## src/rtl/core/idc_pkg.sv

```systemverilog
package idc_pkg;

   // Speaker codes, shared by output and input speakers.
   localparam logic [3:0] SPK_L    = 4'd0;
   localparam logic [3:0] SPK_R    = 4'd1;
   localparam logic [3:0] SPK_C    = 4'd2;
   localparam logic [3:0] SPK_LS   = 4'd3;
   localparam logic [3:0] SPK_RS   = 4'd4;
   localparam logic [3:0] SPK_LB   = 4'd5;
   localparam logic [3:0] SPK_RB   = 4'd6;
   localparam logic [3:0] SPK_TFL  = 4'd7;
   localparam logic [3:0] SPK_TFR  = 4'd8;
   localparam logic [3:0] SPK_TBL  = 4'd9;
   localparam logic [3:0] SPK_TBR  = 4'd10;
   localparam logic [3:0] SPK_LFE  = 4'd11;
   localparam logic [3:0] SPK_TSL  = 4'd12;
   localparam logic [3:0] SPK_TSR  = 4'd13;
   localparam logic [3:0] SPK_NONE = 4'd14;

   // Gain codes with a fixed meaning.
   localparam logic [2:0] GAIN_UNITY = 3'd0;
   localparam logic [2:0] GAIN_M3    = 3'd2;
   localparam logic [2:0] GAIN_ZERO  = 3'd7;

   localparam logic [30:0] Q30_ONE = 31'd1073741824;
   localparam logic [30:0] Q30_P3  = 31'd1516700640;

   typedef struct packed {
      logic        decoding_core;
      logic        in_backs;
      logic [1:0]  in_tops;
      logic        lfe_present;
      logic [2:0]  out_layout;
      logic [2:0]  back_gain_code;
      logic [2:0]  top_pair_gain_code;
      logic [17:0] top_fold_gain_codes;
   } cfg_type;

   // Result of the speaker-pair decode: which gain, whether it carries +3 dB.
   typedef struct packed {
      logic [2:0] code;
      logic       p3;
      logic       silenced;
   } sel_type;

   function automatic logic [30:0] gain_q30(input logic [2:0] code);
      logic [30:0] g;
      case (code)
         3'd0:    g = 31'd1073741824;
         3'd1:    g = 31'd903441154;
         3'd2:    g = 31'd760150998;
         3'd3:    g = 31'd639587356;
         3'd4:    g = 31'd538145694;
         3'd5:    g = 31'd380977976;
         3'd6:    g = 31'd269711752;
         default: g = 31'd0;
      endcase
      return g;
   endfunction

endpackage

```

## src/rtl/core/idc_decode.sv

```systemverilog
module idc_decode (
   input  idc_pkg::cfg_type cfg,
   input  logic [3:0]       out_speaker,
   input  logic [3:0]       in_speaker,
   output idc_pkg::sel_type sel
);
   import idc_pkg::*;

   localparam logic [2:0] LAYOUT_7X0 = 3'd3;
   localparam logic [2:0] LAYOUT_7X4 = 3'd5;
   localparam logic [2:0] LAYOUT_5X0 = 3'd0;
   localparam logic [2:0] LAYOUT_5X2 = 3'd1;
   localparam logic [2:0] LAYOUT_7X2 = 3'd4;

   localparam logic [2:0] TOPS_NONE = 3'd0;
   localparam logic [2:0] TOPS_PAIR = 3'd2;
   localparam logic [2:0] TOPS_QUAD = 3'd4;

   localparam logic [1:0] SRC_TOPS_NONE  = 2'd0;
   localparam logic [1:0] SRC_TOPS_FRONT = 2'd1;
   localparam logic [1:0] SRC_TOPS_BACK  = 2'd2;
   localparam logic [1:0] SRC_TOPS_FOUR  = 2'd3;

   function automatic logic is_pair(input logic [3:0] o, input logic [3:0] i,
                                    input logic [3:0] oa, input logic [3:0] ia);
      return (o == oa) && (i == ia);
   endfunction

   logic [3:0] o;
   logic [3:0] ie;
   logic [2:0] lay;
   logic [2:0] ot;
   logic [2:0] it;
   logic       ow7;
   logic       narrow_up;
   logic       planned;
   logic [2:0] f0, f1, f2, f3, f4, f5;
   logic [2:0] code;
   logic       p3;

   assign o  = out_speaker;
   assign f0 = cfg.top_fold_gain_codes[2:0];
   assign f1 = cfg.top_fold_gain_codes[5:3];
   assign f2 = cfg.top_fold_gain_codes[8:6];
   assign f3 = cfg.top_fold_gain_codes[11:9];
   assign f4 = cfg.top_fold_gain_codes[14:12];
   assign f5 = cfg.top_fold_gain_codes[17:15];

   always_comb begin
      lay = (cfg.out_layout > LAYOUT_7X4) ? LAYOUT_7X4 : cfg.out_layout;
      ow7 = (lay >= LAYOUT_7X0);
      case (lay) inside
         LAYOUT_5X0, LAYOUT_7X0: ot = TOPS_NONE;
         LAYOUT_5X2, LAYOUT_7X2: ot = TOPS_PAIR;
         default:                ot = TOPS_QUAD;
      endcase
      // Core decoding always renders to 5.X.0 or 5.X.2.
      if (cfg.decoding_core) begin
         ow7 = 1'b0;
         if (ot != TOPS_NONE) ot = TOPS_PAIR;
      end
      case (cfg.in_tops)
         SRC_TOPS_FOUR: it = TOPS_QUAD;
         SRC_TOPS_NONE: it = TOPS_NONE;
         default:       it = TOPS_PAIR;
      endcase
      narrow_up = ow7 && !cfg.in_backs;

      // Map the decoded input channel onto its matrix column.
      if (in_speaker > SPK_TSR) begin
         ie = SPK_NONE;
      end else if (cfg.decoding_core) begin
         ie = in_speaker;
      end else if ((in_speaker == SPK_LB || in_speaker == SPK_RB) && !cfg.in_backs) begin
         ie = SPK_NONE;
      end else if (in_speaker >= SPK_TFL && in_speaker <= SPK_TBR) begin
         case (cfg.in_tops)
            SRC_TOPS_FOUR:  ie = in_speaker;
            SRC_TOPS_FRONT: ie = (in_speaker == SPK_TFL) ? SPK_TSL :
                                 (in_speaker == SPK_TFR) ? SPK_TSR : SPK_NONE;
            SRC_TOPS_BACK:  ie = (in_speaker == SPK_TBL) ? SPK_TSL :
                                 (in_speaker == SPK_TBR) ? SPK_TSR : SPK_NONE;
            default:        ie = SPK_NONE;
         endcase
      end else begin
         ie = in_speaker;
      end

      code = GAIN_ZERO;
      p3   = 1'b0;
      if (is_pair(o, ie, SPK_L, SPK_L) || is_pair(o, ie, SPK_R, SPK_R) ||
          is_pair(o, ie, SPK_C, SPK_C)) begin
         code = GAIN_UNITY;
      end

      if (cfg.decoding_core) begin
         if (is_pair(o, ie, SPK_LS, SPK_LS) || is_pair(o, ie, SPK_RS, SPK_RS)) begin
            code = cfg.in_backs ? cfg.back_gain_code : GAIN_UNITY;
            p3   = 1'b1;
         end
         if (cfg.in_tops != SRC_TOPS_NONE) begin
            if (ot == TOPS_PAIR) begin
               if (is_pair(o, ie, SPK_TSL, SPK_TSL) || is_pair(o, ie, SPK_TSR, SPK_TSR)) begin
                  code = (cfg.in_tops == SRC_TOPS_FOUR) ? cfg.top_pair_gain_code : GAIN_UNITY;
                  p3   = 1'b1;
               end
            end else begin
               if (is_pair(o, ie, SPK_L, SPK_TSL) || is_pair(o, ie, SPK_R, SPK_TSR)) begin
                  code = f0;
                  p3   = 1'b1;
               end
               if (is_pair(o, ie, SPK_LS, SPK_TSL) || is_pair(o, ie, SPK_RS, SPK_TSR)) begin
                  code = f1;
                  p3   = 1'b1;
               end
            end
         end
      end else begin
         // Ear level: backs fold into the sides on a five-wide output.
         if (ow7) begin
            if (is_pair(o, ie, SPK_LS, SPK_LS) || is_pair(o, ie, SPK_RS, SPK_RS)) begin
               code = GAIN_UNITY;
            end
            if (cfg.in_backs &&
                (is_pair(o, ie, SPK_LB, SPK_LB) || is_pair(o, ie, SPK_RB, SPK_RB))) begin
               code = GAIN_UNITY;
            end
         end else if (cfg.in_backs) begin
            if (is_pair(o, ie, SPK_LS, SPK_LS) || is_pair(o, ie, SPK_LS, SPK_LB) ||
                is_pair(o, ie, SPK_RS, SPK_RS) || is_pair(o, ie, SPK_RS, SPK_RB)) begin
               code = (it == TOPS_NONE) ? GAIN_M3 : cfg.back_gain_code;
            end
         end else if (is_pair(o, ie, SPK_LS, SPK_LS) || is_pair(o, ie, SPK_RS, SPK_RS)) begin
            code = GAIN_UNITY;
         end

         if (it == TOPS_QUAD) begin
            if (ot == TOPS_QUAD) begin
               if (is_pair(o, ie, SPK_TFL, SPK_TFL) || is_pair(o, ie, SPK_TFR, SPK_TFR) ||
                   is_pair(o, ie, SPK_TBL, SPK_TBL) || is_pair(o, ie, SPK_TBR, SPK_TBR)) begin
                  code = GAIN_UNITY;
               end
            end else if (ot == TOPS_PAIR) begin
               if (is_pair(o, ie, SPK_TSL, SPK_TFL) || is_pair(o, ie, SPK_TSL, SPK_TBL) ||
                   is_pair(o, ie, SPK_TSR, SPK_TFR) || is_pair(o, ie, SPK_TSR, SPK_TBR)) begin
                  code = narrow_up ? GAIN_M3 : cfg.top_pair_gain_code;
               end
            end else if (narrow_up) begin
               if (is_pair(o, ie, SPK_LS, SPK_TFL) || is_pair(o, ie, SPK_RS, SPK_TFR) ||
                   is_pair(o, ie, SPK_LS, SPK_TBL) || is_pair(o, ie, SPK_RS, SPK_TBR)) begin
                  code = GAIN_M3;
               end
            end else begin
               if (is_pair(o, ie, SPK_L, SPK_TFL) || is_pair(o, ie, SPK_R, SPK_TFR))
                  code = f0;
               if (is_pair(o, ie, SPK_LS, SPK_TFL) || is_pair(o, ie, SPK_RS, SPK_TFR))
                  code = f1;
               if (is_pair(o, ie, SPK_L, SPK_TBL) || is_pair(o, ie, SPK_R, SPK_TBR))
                  code = f3;
               if (is_pair(o, ie, SPK_LS, SPK_TBL) || is_pair(o, ie, SPK_RS, SPK_TBR))
                  code = f4;
               if (ow7) begin
                  if (is_pair(o, ie, SPK_LB, SPK_TFL) || is_pair(o, ie, SPK_RB, SPK_TFR))
                     code = f2;
                  if (is_pair(o, ie, SPK_LB, SPK_TBL) || is_pair(o, ie, SPK_RB, SPK_TBR))
                     code = f5;
               end
            end
         end else if (it == TOPS_PAIR) begin
            if (ot == TOPS_QUAD) begin
               if (is_pair(o, ie, SPK_TFL, SPK_TSL) || is_pair(o, ie, SPK_TFR, SPK_TSR) ||
                   is_pair(o, ie, SPK_TBL, SPK_TSL) || is_pair(o, ie, SPK_TBR, SPK_TSR)) begin
                  code = GAIN_M3;
               end
            end else if (ot == TOPS_PAIR) begin
               if (is_pair(o, ie, SPK_TSL, SPK_TSL) || is_pair(o, ie, SPK_TSR, SPK_TSR))
                  code = GAIN_UNITY;
            end else if (narrow_up) begin
               if (is_pair(o, ie, SPK_LS, SPK_TSL) || is_pair(o, ie, SPK_RS, SPK_TSR))
                  code = GAIN_M3;
            end else begin
               if (is_pair(o, ie, SPK_L, SPK_TSL) || is_pair(o, ie, SPK_R, SPK_TSR))
                  code = f0;
               if (is_pair(o, ie, SPK_LS, SPK_TSL) || is_pair(o, ie, SPK_RS, SPK_TSR))
                  code = f1;
               if (ow7 &&
                   (is_pair(o, ie, SPK_LB, SPK_TSL) || is_pair(o, ie, SPK_RB, SPK_TSR)))
                  code = f2;
            end
         end
      end

      if (cfg.lfe_present && is_pair(o, ie, SPK_LFE, SPK_LFE)) begin
         code = GAIN_UNITY;
         p3   = 1'b0;
      end

      // Is the output speaker part of the rendered layout?
      if (o <= SPK_RS)
         planned = 1'b1;
      else if (o == SPK_LFE)
         planned = cfg.lfe_present;
      else if (o == SPK_LB || o == SPK_RB)
         planned = ow7;
      else if (o >= SPK_TFL && o <= SPK_TBR)
         planned = (ot == TOPS_QUAD);
      else if (o == SPK_TSL || o == SPK_TSR)
         planned = (ot == TOPS_PAIR);
      else
         planned = 1'b0;

      if (ie == SPK_NONE || !planned) begin
         code = GAIN_ZERO;
         p3   = 1'b0;
      end

      sel.code     = code;
      sel.p3       = p3;
      sel.silenced = (ie == SPK_NONE);
   end

endmodule

```

## src/rtl/core/immersive_downmix_coefficient.sv

```systemverilog
// Channel  Direction  Payload
// req      in         tdata[3:0] out_speaker, tdata[7:4] in_speaker
// rsp      out        tdata[14:0] coefficient (tdata[15] zero), tuser in_silenced
// csr      in         csr_we, csr_index, csr_wdata (write only)
//
// Four register stages: pair decode, gain lookup, 31x31 multiply, round and
// saturate into the output register. One beat enters per cycle unless the pipe
// is full behind a stalled output. Each stage stalls only when it is full and the
// stage after it is blocked, so empty slots fill up while a result waits.
// Synchronous reset empties the pipe and loads the register defaults.
module immersive_downmix_coefficient #(
   parameter int COEF_FRAC_BITS = 14
) (
   input  logic        clock,
   input  logic        reset,
   input  logic        req_tvalid,
   output logic        req_tready,
   input  logic [7:0]  req_tdata,   // [3:0] out_speaker, [7:4] in_speaker
   output logic        rsp_tvalid,
   input  logic        rsp_tready,
   output logic [15:0] rsp_tdata,   // [14:0] coefficient, [15] zero
   output logic        rsp_tuser,   // [0] in_silenced
   input  logic        csr_we,
   input  logic [2:0]  csr_index,
   input  logic [17:0] csr_wdata
);
   import idc_pkg::*;

   localparam logic [2:0] CSR_DECODING_CORE  = 3'd0;
   localparam logic [2:0] CSR_IN_BACKS       = 3'd1;
   localparam logic [2:0] CSR_IN_TOPS        = 3'd2;
   localparam logic [2:0] CSR_LFE_PRESENT    = 3'd3;
   localparam logic [2:0] CSR_OUT_LAYOUT     = 3'd4;
   localparam logic [2:0] CSR_BACK_GAIN      = 3'd5;
   localparam logic [2:0] CSR_TOP_PAIR_GAIN  = 3'd6;
   localparam logic [2:0] CSR_TOP_FOLD_GAINS = 3'd7;

   localparam int          SH         = 60 - COEF_FRAC_BITS;
   localparam logic [61:0] ROUND_HALF = 62'd1 << (SH - 1);
   localparam logic [61:0] COEF_MAX   = 62'd32767;

   cfg_type cfg_ff;

   always_ff @(posedge clock) begin
      if (reset) begin
         cfg_ff.decoding_core       <= 1'b0;
         cfg_ff.in_backs            <= 1'b0;
         cfg_ff.in_tops             <= 2'd0;
         cfg_ff.lfe_present         <= 1'b0;
         cfg_ff.out_layout          <= 3'd0;
         cfg_ff.back_gain_code      <= 3'd2;
         cfg_ff.top_pair_gain_code  <= 3'd2;
         cfg_ff.top_fold_gain_codes <= 18'd241623;
      end else if (csr_we) begin
         unique case (csr_index)
            CSR_DECODING_CORE:  cfg_ff.decoding_core       <= csr_wdata[0];
            CSR_IN_BACKS:       cfg_ff.in_backs            <= csr_wdata[0];
            CSR_IN_TOPS:        cfg_ff.in_tops             <= csr_wdata[1:0];
            CSR_LFE_PRESENT:    cfg_ff.lfe_present         <= csr_wdata[0];
            CSR_OUT_LAYOUT:     cfg_ff.out_layout          <= csr_wdata[2:0];
            CSR_BACK_GAIN:      cfg_ff.back_gain_code      <= csr_wdata[2:0];
            CSR_TOP_PAIR_GAIN:  cfg_ff.top_pair_gain_code  <= csr_wdata[2:0];
            CSR_TOP_FOLD_GAINS: cfg_ff.top_fold_gain_codes <= csr_wdata;
         endcase
      end
   end

   sel_type sel_in, sel_ff;

   idc_decode u_decode (
      .cfg         (cfg_ff),
      .out_speaker (req_tdata[3:0]),
      .in_speaker  (req_tdata[7:4]),
      .sel         (sel_in)
   );

   logic v1_ff, v2_ff, v3_ff, v4_ff;
   logic rdy1, rdy2, rdy3, rdy4;

   assign rdy4       = !v4_ff || rsp_tready;
   assign rdy3       = !v3_ff || rdy4;
   assign rdy2       = !v2_ff || rdy3;
   assign rdy1       = !v1_ff || rdy2;
   assign req_tready = rdy1;

   logic [30:0] gain_in, gain_ff;
   logic [30:0] factor_in, factor_ff;
   logic        sil2_ff, sil3_ff, sil4_ff;
   logic [61:0] product_in, product_ff;
   logic [61:0] rounded;
   logic [61:0] scaled;
   logic [14:0] coef_in, coef_ff;

   assign gain_in    = gain_q30(sel_ff.code);
   assign factor_in  = sel_ff.p3 ? Q30_P3 : Q30_ONE;
   assign product_in = 62'(gain_ff) * 62'(factor_ff);
   assign rounded    = product_ff + ROUND_HALF;
   assign scaled     = rounded >> SH;
   assign coef_in    = (scaled > COEF_MAX) ? COEF_MAX[14:0] : scaled[14:0];

   always_ff @(posedge clock) begin
      if (reset) begin
         v1_ff <= 1'b0;
         v2_ff <= 1'b0;
         v3_ff <= 1'b0;
         v4_ff <= 1'b0;
      end else begin
         if (rdy1) v1_ff <= req_tvalid;
         if (rdy2) v2_ff <= v1_ff;
         if (rdy3) v3_ff <= v2_ff;
         if (rdy4) v4_ff <= v3_ff;
      end
   end

   always_ff @(posedge clock) begin
      if (rdy1) sel_ff <= sel_in;
      if (rdy2) begin
         gain_ff   <= gain_in;
         factor_ff <= factor_in;
         sil2_ff   <= sel_ff.silenced;
      end
      if (rdy3) begin
         product_ff <= product_in;
         sil3_ff    <= sil2_ff;
      end
      if (rdy4) begin
         coef_ff <= coef_in;
         sil4_ff <= sil3_ff;
      end
   end

   assign rsp_tvalid = v4_ff;
   assign rsp_tdata  = {1'b0, coef_ff};
   assign rsp_tuser  = sil4_ff;

   // A silenced input never contributes gain.
   a_silenced_zero: assert property (@(posedge clock) disable iff (reset)
      rsp_tvalid && rsp_tuser |-> rsp_tdata[14:0] == 15'd0)
      else $error("silenced beat carries a nonzero coefficient");

   // A full pipe behind a stalled output must refuse new beats.
   a_full_blocks: assert property (@(posedge clock) disable iff (reset)
      v1_ff && v2_ff && v3_ff && v4_ff && !rsp_tready |-> !req_tready)
      else $error("beat accepted into a full, stalled pipeline");

   // A beat in the multiply stage moves into the output register when it can.
   a_advance: assert property (@(posedge clock) disable iff (reset)
      v3_ff && rdy4 |=> rsp_tvalid)
      else $error("beat lost between multiply and output stage");

   // An empty decode stage always takes a beat.
   a_ready_empty: assert property (@(posedge clock) disable iff (reset)
      !v1_ff |-> req_tready)
      else $error("empty pipeline refuses input");

endmodule
```

## config.mk

```make
export PLATFORM = sky130hd
export DESIGN_NAME = immersive_downmix_coefficient
export DESIGN_NICKNAME = d
export VERILOG_FILES = /design/src/rtl/core/idc_pkg.sv /design/src/rtl/core/idc_decode.sv /design/src/rtl/core/immersive_downmix_coefficient.sv
export SDC_FILE = /design/constraint.sdc
export NUM_CORES = 1
export LEC_CHECK = 0
export BUFFER_PORTS_ARGS = -buffer_cell sky130_fd_sc_hd__buf_4
export CORE_ASPECT_RATIO = 0.9
export CORE_MARGIN = 5
export CORE_UTILIZATION = 25
export CTS_CLUSTER_SIZE = 12
export DETAILED_ROUTE_END_ITERATION = 8
export PLACE_DENSITY = 0.46
export REMOVE_ABC_BUFFERS = 1
export SYNTH_ARGS = -nofsm -noshare
export SYNTH_HDL_FRONTEND = slang
export SYNTH_SLANG_ARGS = --single-unit
```

## constraint.sdc

```tcl
create_clock -name clock -period 10.1 [get_ports clock]
set_clock_uncertainty 0.05 [all_clocks]
set_input_delay 1.01 -clock clock [delete_from_list [all_inputs] [get_ports clock]]
set_output_delay 1.01 -clock clock [all_outputs]
set_load 0.05 [all_outputs]
```

After elaboration in Yosys (flattened, before gate mapping). Cells that the tools add are included.

Output and inout port bits: 19. Word-level logic and storage cells: 272. Bits in registers: 183. Input port bits: 34.

Add/sub/neg operators: 1. Muxes and demuxes: 71. Reductions and logical operators: 111. Multipliers: 1. Equal/unequal tests: 56. Bitwise logic cells: 1. $lt $le $gt $ge: 9.

Operator list (number): $pmux W31 S7 (1); $mux W3 (47); $eq A4 B4 Y1 const B (16); $add A62 B46 Y62 const B (1); $mul A31 B31 Y62 (1); $logic_and A1 B1 Y1 (49); $eq A4 B3 Y1 const B (11); $logic_or A1 B1 Y1 (36); $eq A3 B3 Y1 const B (10); $mux W29 (1); $mux W4 (6); $eq A3 B2 Y1 const B (7); $eq A4 B2 Y1 const B (4); $gt A16 B15 Y1 const B (1); $reduce_and A2 Y1 (8); $logic_not A3 Y1 (4); $mux W1 (12); $pmux W4 S3 (1); $eq A3 B1 Y1 const B (3); $eq A4 B1 Y1 const B (2); $ge A4 B3 Y1 const B (2); $le A4 B4 Y1 const B (2); $logic_not A4 Y1 (2); $logic_not A1 Y1 (6); other kinds (14) (17).

Longest topological paths before layout.
Depth in word-level cells: 29. Depth in mapped cells: 31. Gate-level depth less buffers: 29.

Cells and area by module. A second synthesis with hierarchy kept.

Cells, all modules: 2139. Area total of the unflattened synthesis: 20340.8 um^2.

Modules (own cells, without submodules): immersive_downmix_coefficient (cells each 1843, area an instance 18355.1 um^2, sequential area each 2672.6 um^2, times used 1); idc_decode (cells each 296, area an instance 1985.7 um^2, sequential area each 0.0 um^2, times used 1).

Worst setup path after synthesis. OpenSTA, ideal clock, no wires.

Path kind: register to register. Start: reg factor_ff[27]. End: reg product_ff[60], data pin. Data arrival time: 7.437 ns. Buffers on the path: 2. Data required time: 9.786 ns. Setup time: 0.264 ns. Clock period less this slack: 7.751 ns. Slack: 2.349 ns. Stages on the path, launching flop included: 24. Cells stage by stage: edfxtp_1 > clkbuf_1 > clkbuf_1 > and2_1 > ha_1 > fa_1 > inv_1 > fa_1 > fa_1 > inv_1 > fa_1 > fa_1 > fa_1 > ha_1 > ha_1 > nand4_1 > or2_2 > and4b_1 > o311ai_1 > a211oi_1 > o31ai_2 > or4_1 > a31oi_1 > xor2_1.

Word-level cells in the longest chain between the ends: 1.

RTL lines: start, declared (RTL line immersive_downmix_coefficient.sv:87) `logic [30:0] factor_in, factor_ff;`; start signal, assigned (RTL line immersive_downmix_coefficient.sv:119) `factor_ff <= factor_in;`; $mul A31 B31 Y62 (RTL line immersive_downmix_coefficient.sv:96) `assign product_in = 62'(gain_ff) * 62'(factor_ff);`; net product_in[60] (RTL line immersive_downmix_coefficient.sv:89) `logic [61:0] product_in, product_ff;`; end signal, assigned (RTL line immersive_downmix_coefficient.sv:123) `product_ff <= product_in;`; end, declared (RTL line immersive_downmix_coefficient.sv:89).

The timed path passes the listed nets, and every way through them passes these cells. A chain may end at the register's enable or synchronous reset.

Final worst setup path. Same ends and word-level chain as after synthesis.

==> impl_metrics.yaml <==
drt:
  drt_first_iter_violations: 610
  vias_per_cell: 4.47
  vias: 13900
  wire_per_inst_um: 16.8
  ant_nets: 0
  firstDrtPassIters: 6
  routed_wl_um: 52200
  drc: 0
floorplanning:
  die-width_um: 306
  pin_count: 53
  row_count: 97
  initial_core_util_pct: 25.3
  die-area_sq_um: 84700
  die_y_um: 277
  core_sq_um: 78200
finish:
  layout-drive-gt1-share_pct: 5.66
  finalInstanceArea_sq_um: 21600
  ff_latch_area_sq_um: 2670
  n_fill_cell: 8379
  multi_input_area_sq_um: 14900
  diodes: 0
  final_nets: 2786
  areaGrowthSynthToFinish_pct: 9.58
logic_synthesis:
  ys.flop_type: "edfxtp_1"
  syn_avg_cell_area_sq_um: 9.74
  synth.area.top_cells: "fa_1 (28%), ha_1 (26%), inv_1 (10%)"
  yosysTopAreaCellShare_pct: 27.6
  yosys.area.top_type: "fa_1"
  synth_common_cells: "inv_1 (536), ha_1 (417), fa_1 (272), nand2_1 (109), nor2_1 (70)"
  synth.distinct_cells: 95
  ys_ff_latch: 101
  synth_warnings: 0
  synthCells: 2028
  seq_area_frac_synth_pct: 13.5
  synth_edf_count: 65
  async_flop_share_pct: 0
  yosysMostFrequentCell: "inv_1"
  syn-cell-area_sq_um: 19800
placed_design:
  port_buffers: 51
  place_area_sq_um: 21400
  dp_hpwl_um: 45900
  routabilityCongestion: 0.882
power:
  leakage_nw: 12.1
  vdd_drop_max_uv: 83.1
  power_density_nw_per_um2: 44.4
clocking:
  cts_htree_levels: 3
  clkTransAtPathRegs_ns: 0.07
  cts_resized: 0
  clock_path_buffers: 2
  cts_buffers: 9
  insertion_delay_ns: 0.37
  cts_tree: "done"
  root_buffer: "clkbuf_16"
  postCtsHoldBufs: 0
  clock_sinks: 101
  cts_setup_buffers: 0
timing:
  rsz0062_at_grt: "false"
  hold_violations: 0
  fmax_mhz: 107
  post-route-min-period_ns: 9.33
  slew_headroom_pct: 25.5
  setup_tns_ns: 0
  finalMaxSlewViolations: 0
  setup_violations: 0
  tightest_slew_ns: 1.11
  fin_crit_sh_pct: 92.4
critical_path:
  crit_type: "reg -> reg"
  regToRegStartpoint: "factor_ff[27]$_DFFE_PP_"
  startpoint: "factor_ff[27]$_DFFE_PP_"
  critPathLaunchType: "flop"
  crit_path_max_fanout: 30
  cp.required_ns: 10.17
  critPathCaptureType: "flop"
  worstPathArrival_ns: 9.40
grt:
  grt_max_degree: 37
  grtUsageTotal_pct: 12.4
  antenna_found_initial: 1
  grt_pass1_wl_um: 84200
  gr-total-overflow: 0
  first_global_vias: 14800
worst_hold_path:
  hp-class: "reg -> reg"
  min_from: "sil2_ff$_DFFE_PP_"
outcome:
  status: "complete, no violations"
run:
  drv_cap: 0
[worst paths after layout]
check	slack, ns	cells after the start	to
max	0.77	27	product_ff[60]$_DFFE_PP_
min	0.37	0	sil3_ff$_DFFE_PP_
max reg2reg	0.77	27	product_ff[60]$_DFFE_PP_
min reg2reg	0.37	0	sil3_ff$_DFFE_PP_
[power by group]
part | switching [W] | total [W] | leakage [nW] | internal (W)
Sequential | 0.0000149 | 0.000466 | 1.07 | 0.000451
Clock | 0.000174 | 0.000345 | 0.133 | 0.000171
Combinational | 0.0000940 | 0.000150 | 10.9 | 0.0000560
Total | 0.000282 | 0.000961 | 12.1 | 0.000678
[state kept, by name, summed over array words and instances, names as in the netlist]
| signal | cells |
|---|---|
| coef_ff | 15 |
| v2_ff | 1 |
| rsp_tvalid | 1 |
| sil2_ff | 1 |
| product_ff | 17 |
| v1_ff | 1 |
| sel_ff | 5 |
| gain_ff | 24 |
| v3_ff | 1 |
| cfg_ff | 32 |
| sil3_ff | 1 |
| rsp_tuser | 1 |
| factor_ff | 1 |
[metal layers]
layer	GRT usage, %	part of all wire [%]	wire (um)	vias up
li1	-	-	-	6644
met4	1.87	0.98	514	0
met1	18.7	51	26900	6986
met5	0	0	0	-
met2	19.6	45	23300	219
met3	1.33	3.0	1580	28
[worst max-delay path, stage by stage (launching register included)]
cell	delay, ns
edfxtp_1	0.62
buf_4	0.37
nand2_1	0.15
inv_1	0.54
fa_1	0.39
inv_1	0.08
fa_1	0.50
inv_1	0.04
ha_1	0.30
ha_1	0.32
fa_1	0.53
inv_1	0.06
fa_1	0.47
inv_1	0.06
fa_1	0.47
ha_1	0.31
ha_1	0.32
nand4_1	0.26
a2111oi_0	0.88
buf_4	0.25
and4b_1	0.26
o311ai_1	0.26
a211oi_1	0.32
buf_4	0.18
o31ai_2	0.13
or4_1	0.62
a31oi_1	0.25
xor2_1	0.09
[layout make-up]
class	instances	area share, %
Multi-Input combinational cell	1344	68.6
Clock buffer	11	1.08
Sequential cell	101	12.3
Inverter	537	9.31
Clock inverter	5	0.197
Timing Repair Buffer	70	2.43
Tap cell	1039	6.01
[through the flow]
step / power, W / hold WS, ns / cells / setup slack [ns] / utilization (%)
6_report: 0.000961 / 0.375 / 3107 / 0.770 / 27.7
3_5_place_dp: 0.000626 / 0.369 / 3091 / 0.661 / 27.3
5_1_grt: 0.00101 / 0.406 / 3107 / 0.266 / 27.7
4_1_cts: 0.000976 / 0.377 / 3107 / 0.626 / 27.7
3_3_place_gp: 0.000625 / 0.361 / 3091 / 0.740 / 27.3
2_1_floorplan: 0.000564 / 0.350 / 1982 / 2.23 / -
[cells by family (layout without fill, tap and decap cells)]
logic type                 count (synthesis)  count (layout)  synth area share (%)
muxes                                     19              19                 0.975
buffers and inverters                    583             623                  11.3
xor gates and xnor gates                  59              59                  2.62
DFF                                      101             101                  13.5
adders and majority gates                689             689                  54.0
and+or+nand+nor                          358             358                  9.36
AOI/OAI and AO/OA                        218             218                  8.23
other                                      1               1                0.0190
[cells in the final DEF, fill, tap and decap left out, types with 17 or more instances in the layout]
cell and instances:
inv_1 536, ha_1 417, fa_1 272, nand2_1 109
nor2_1 70, buf_4 70, edfxtp_1 65, a21oi_1 44
dfxtp_1 36, o21ai_0 30, xor2_1 30, xnor2_1 29
and2_1 28, nand3_1 25, and3_1 18, nand2b_1 18
mux2i_1 17
Note: power is estimated with default switching activity, not from simulation.
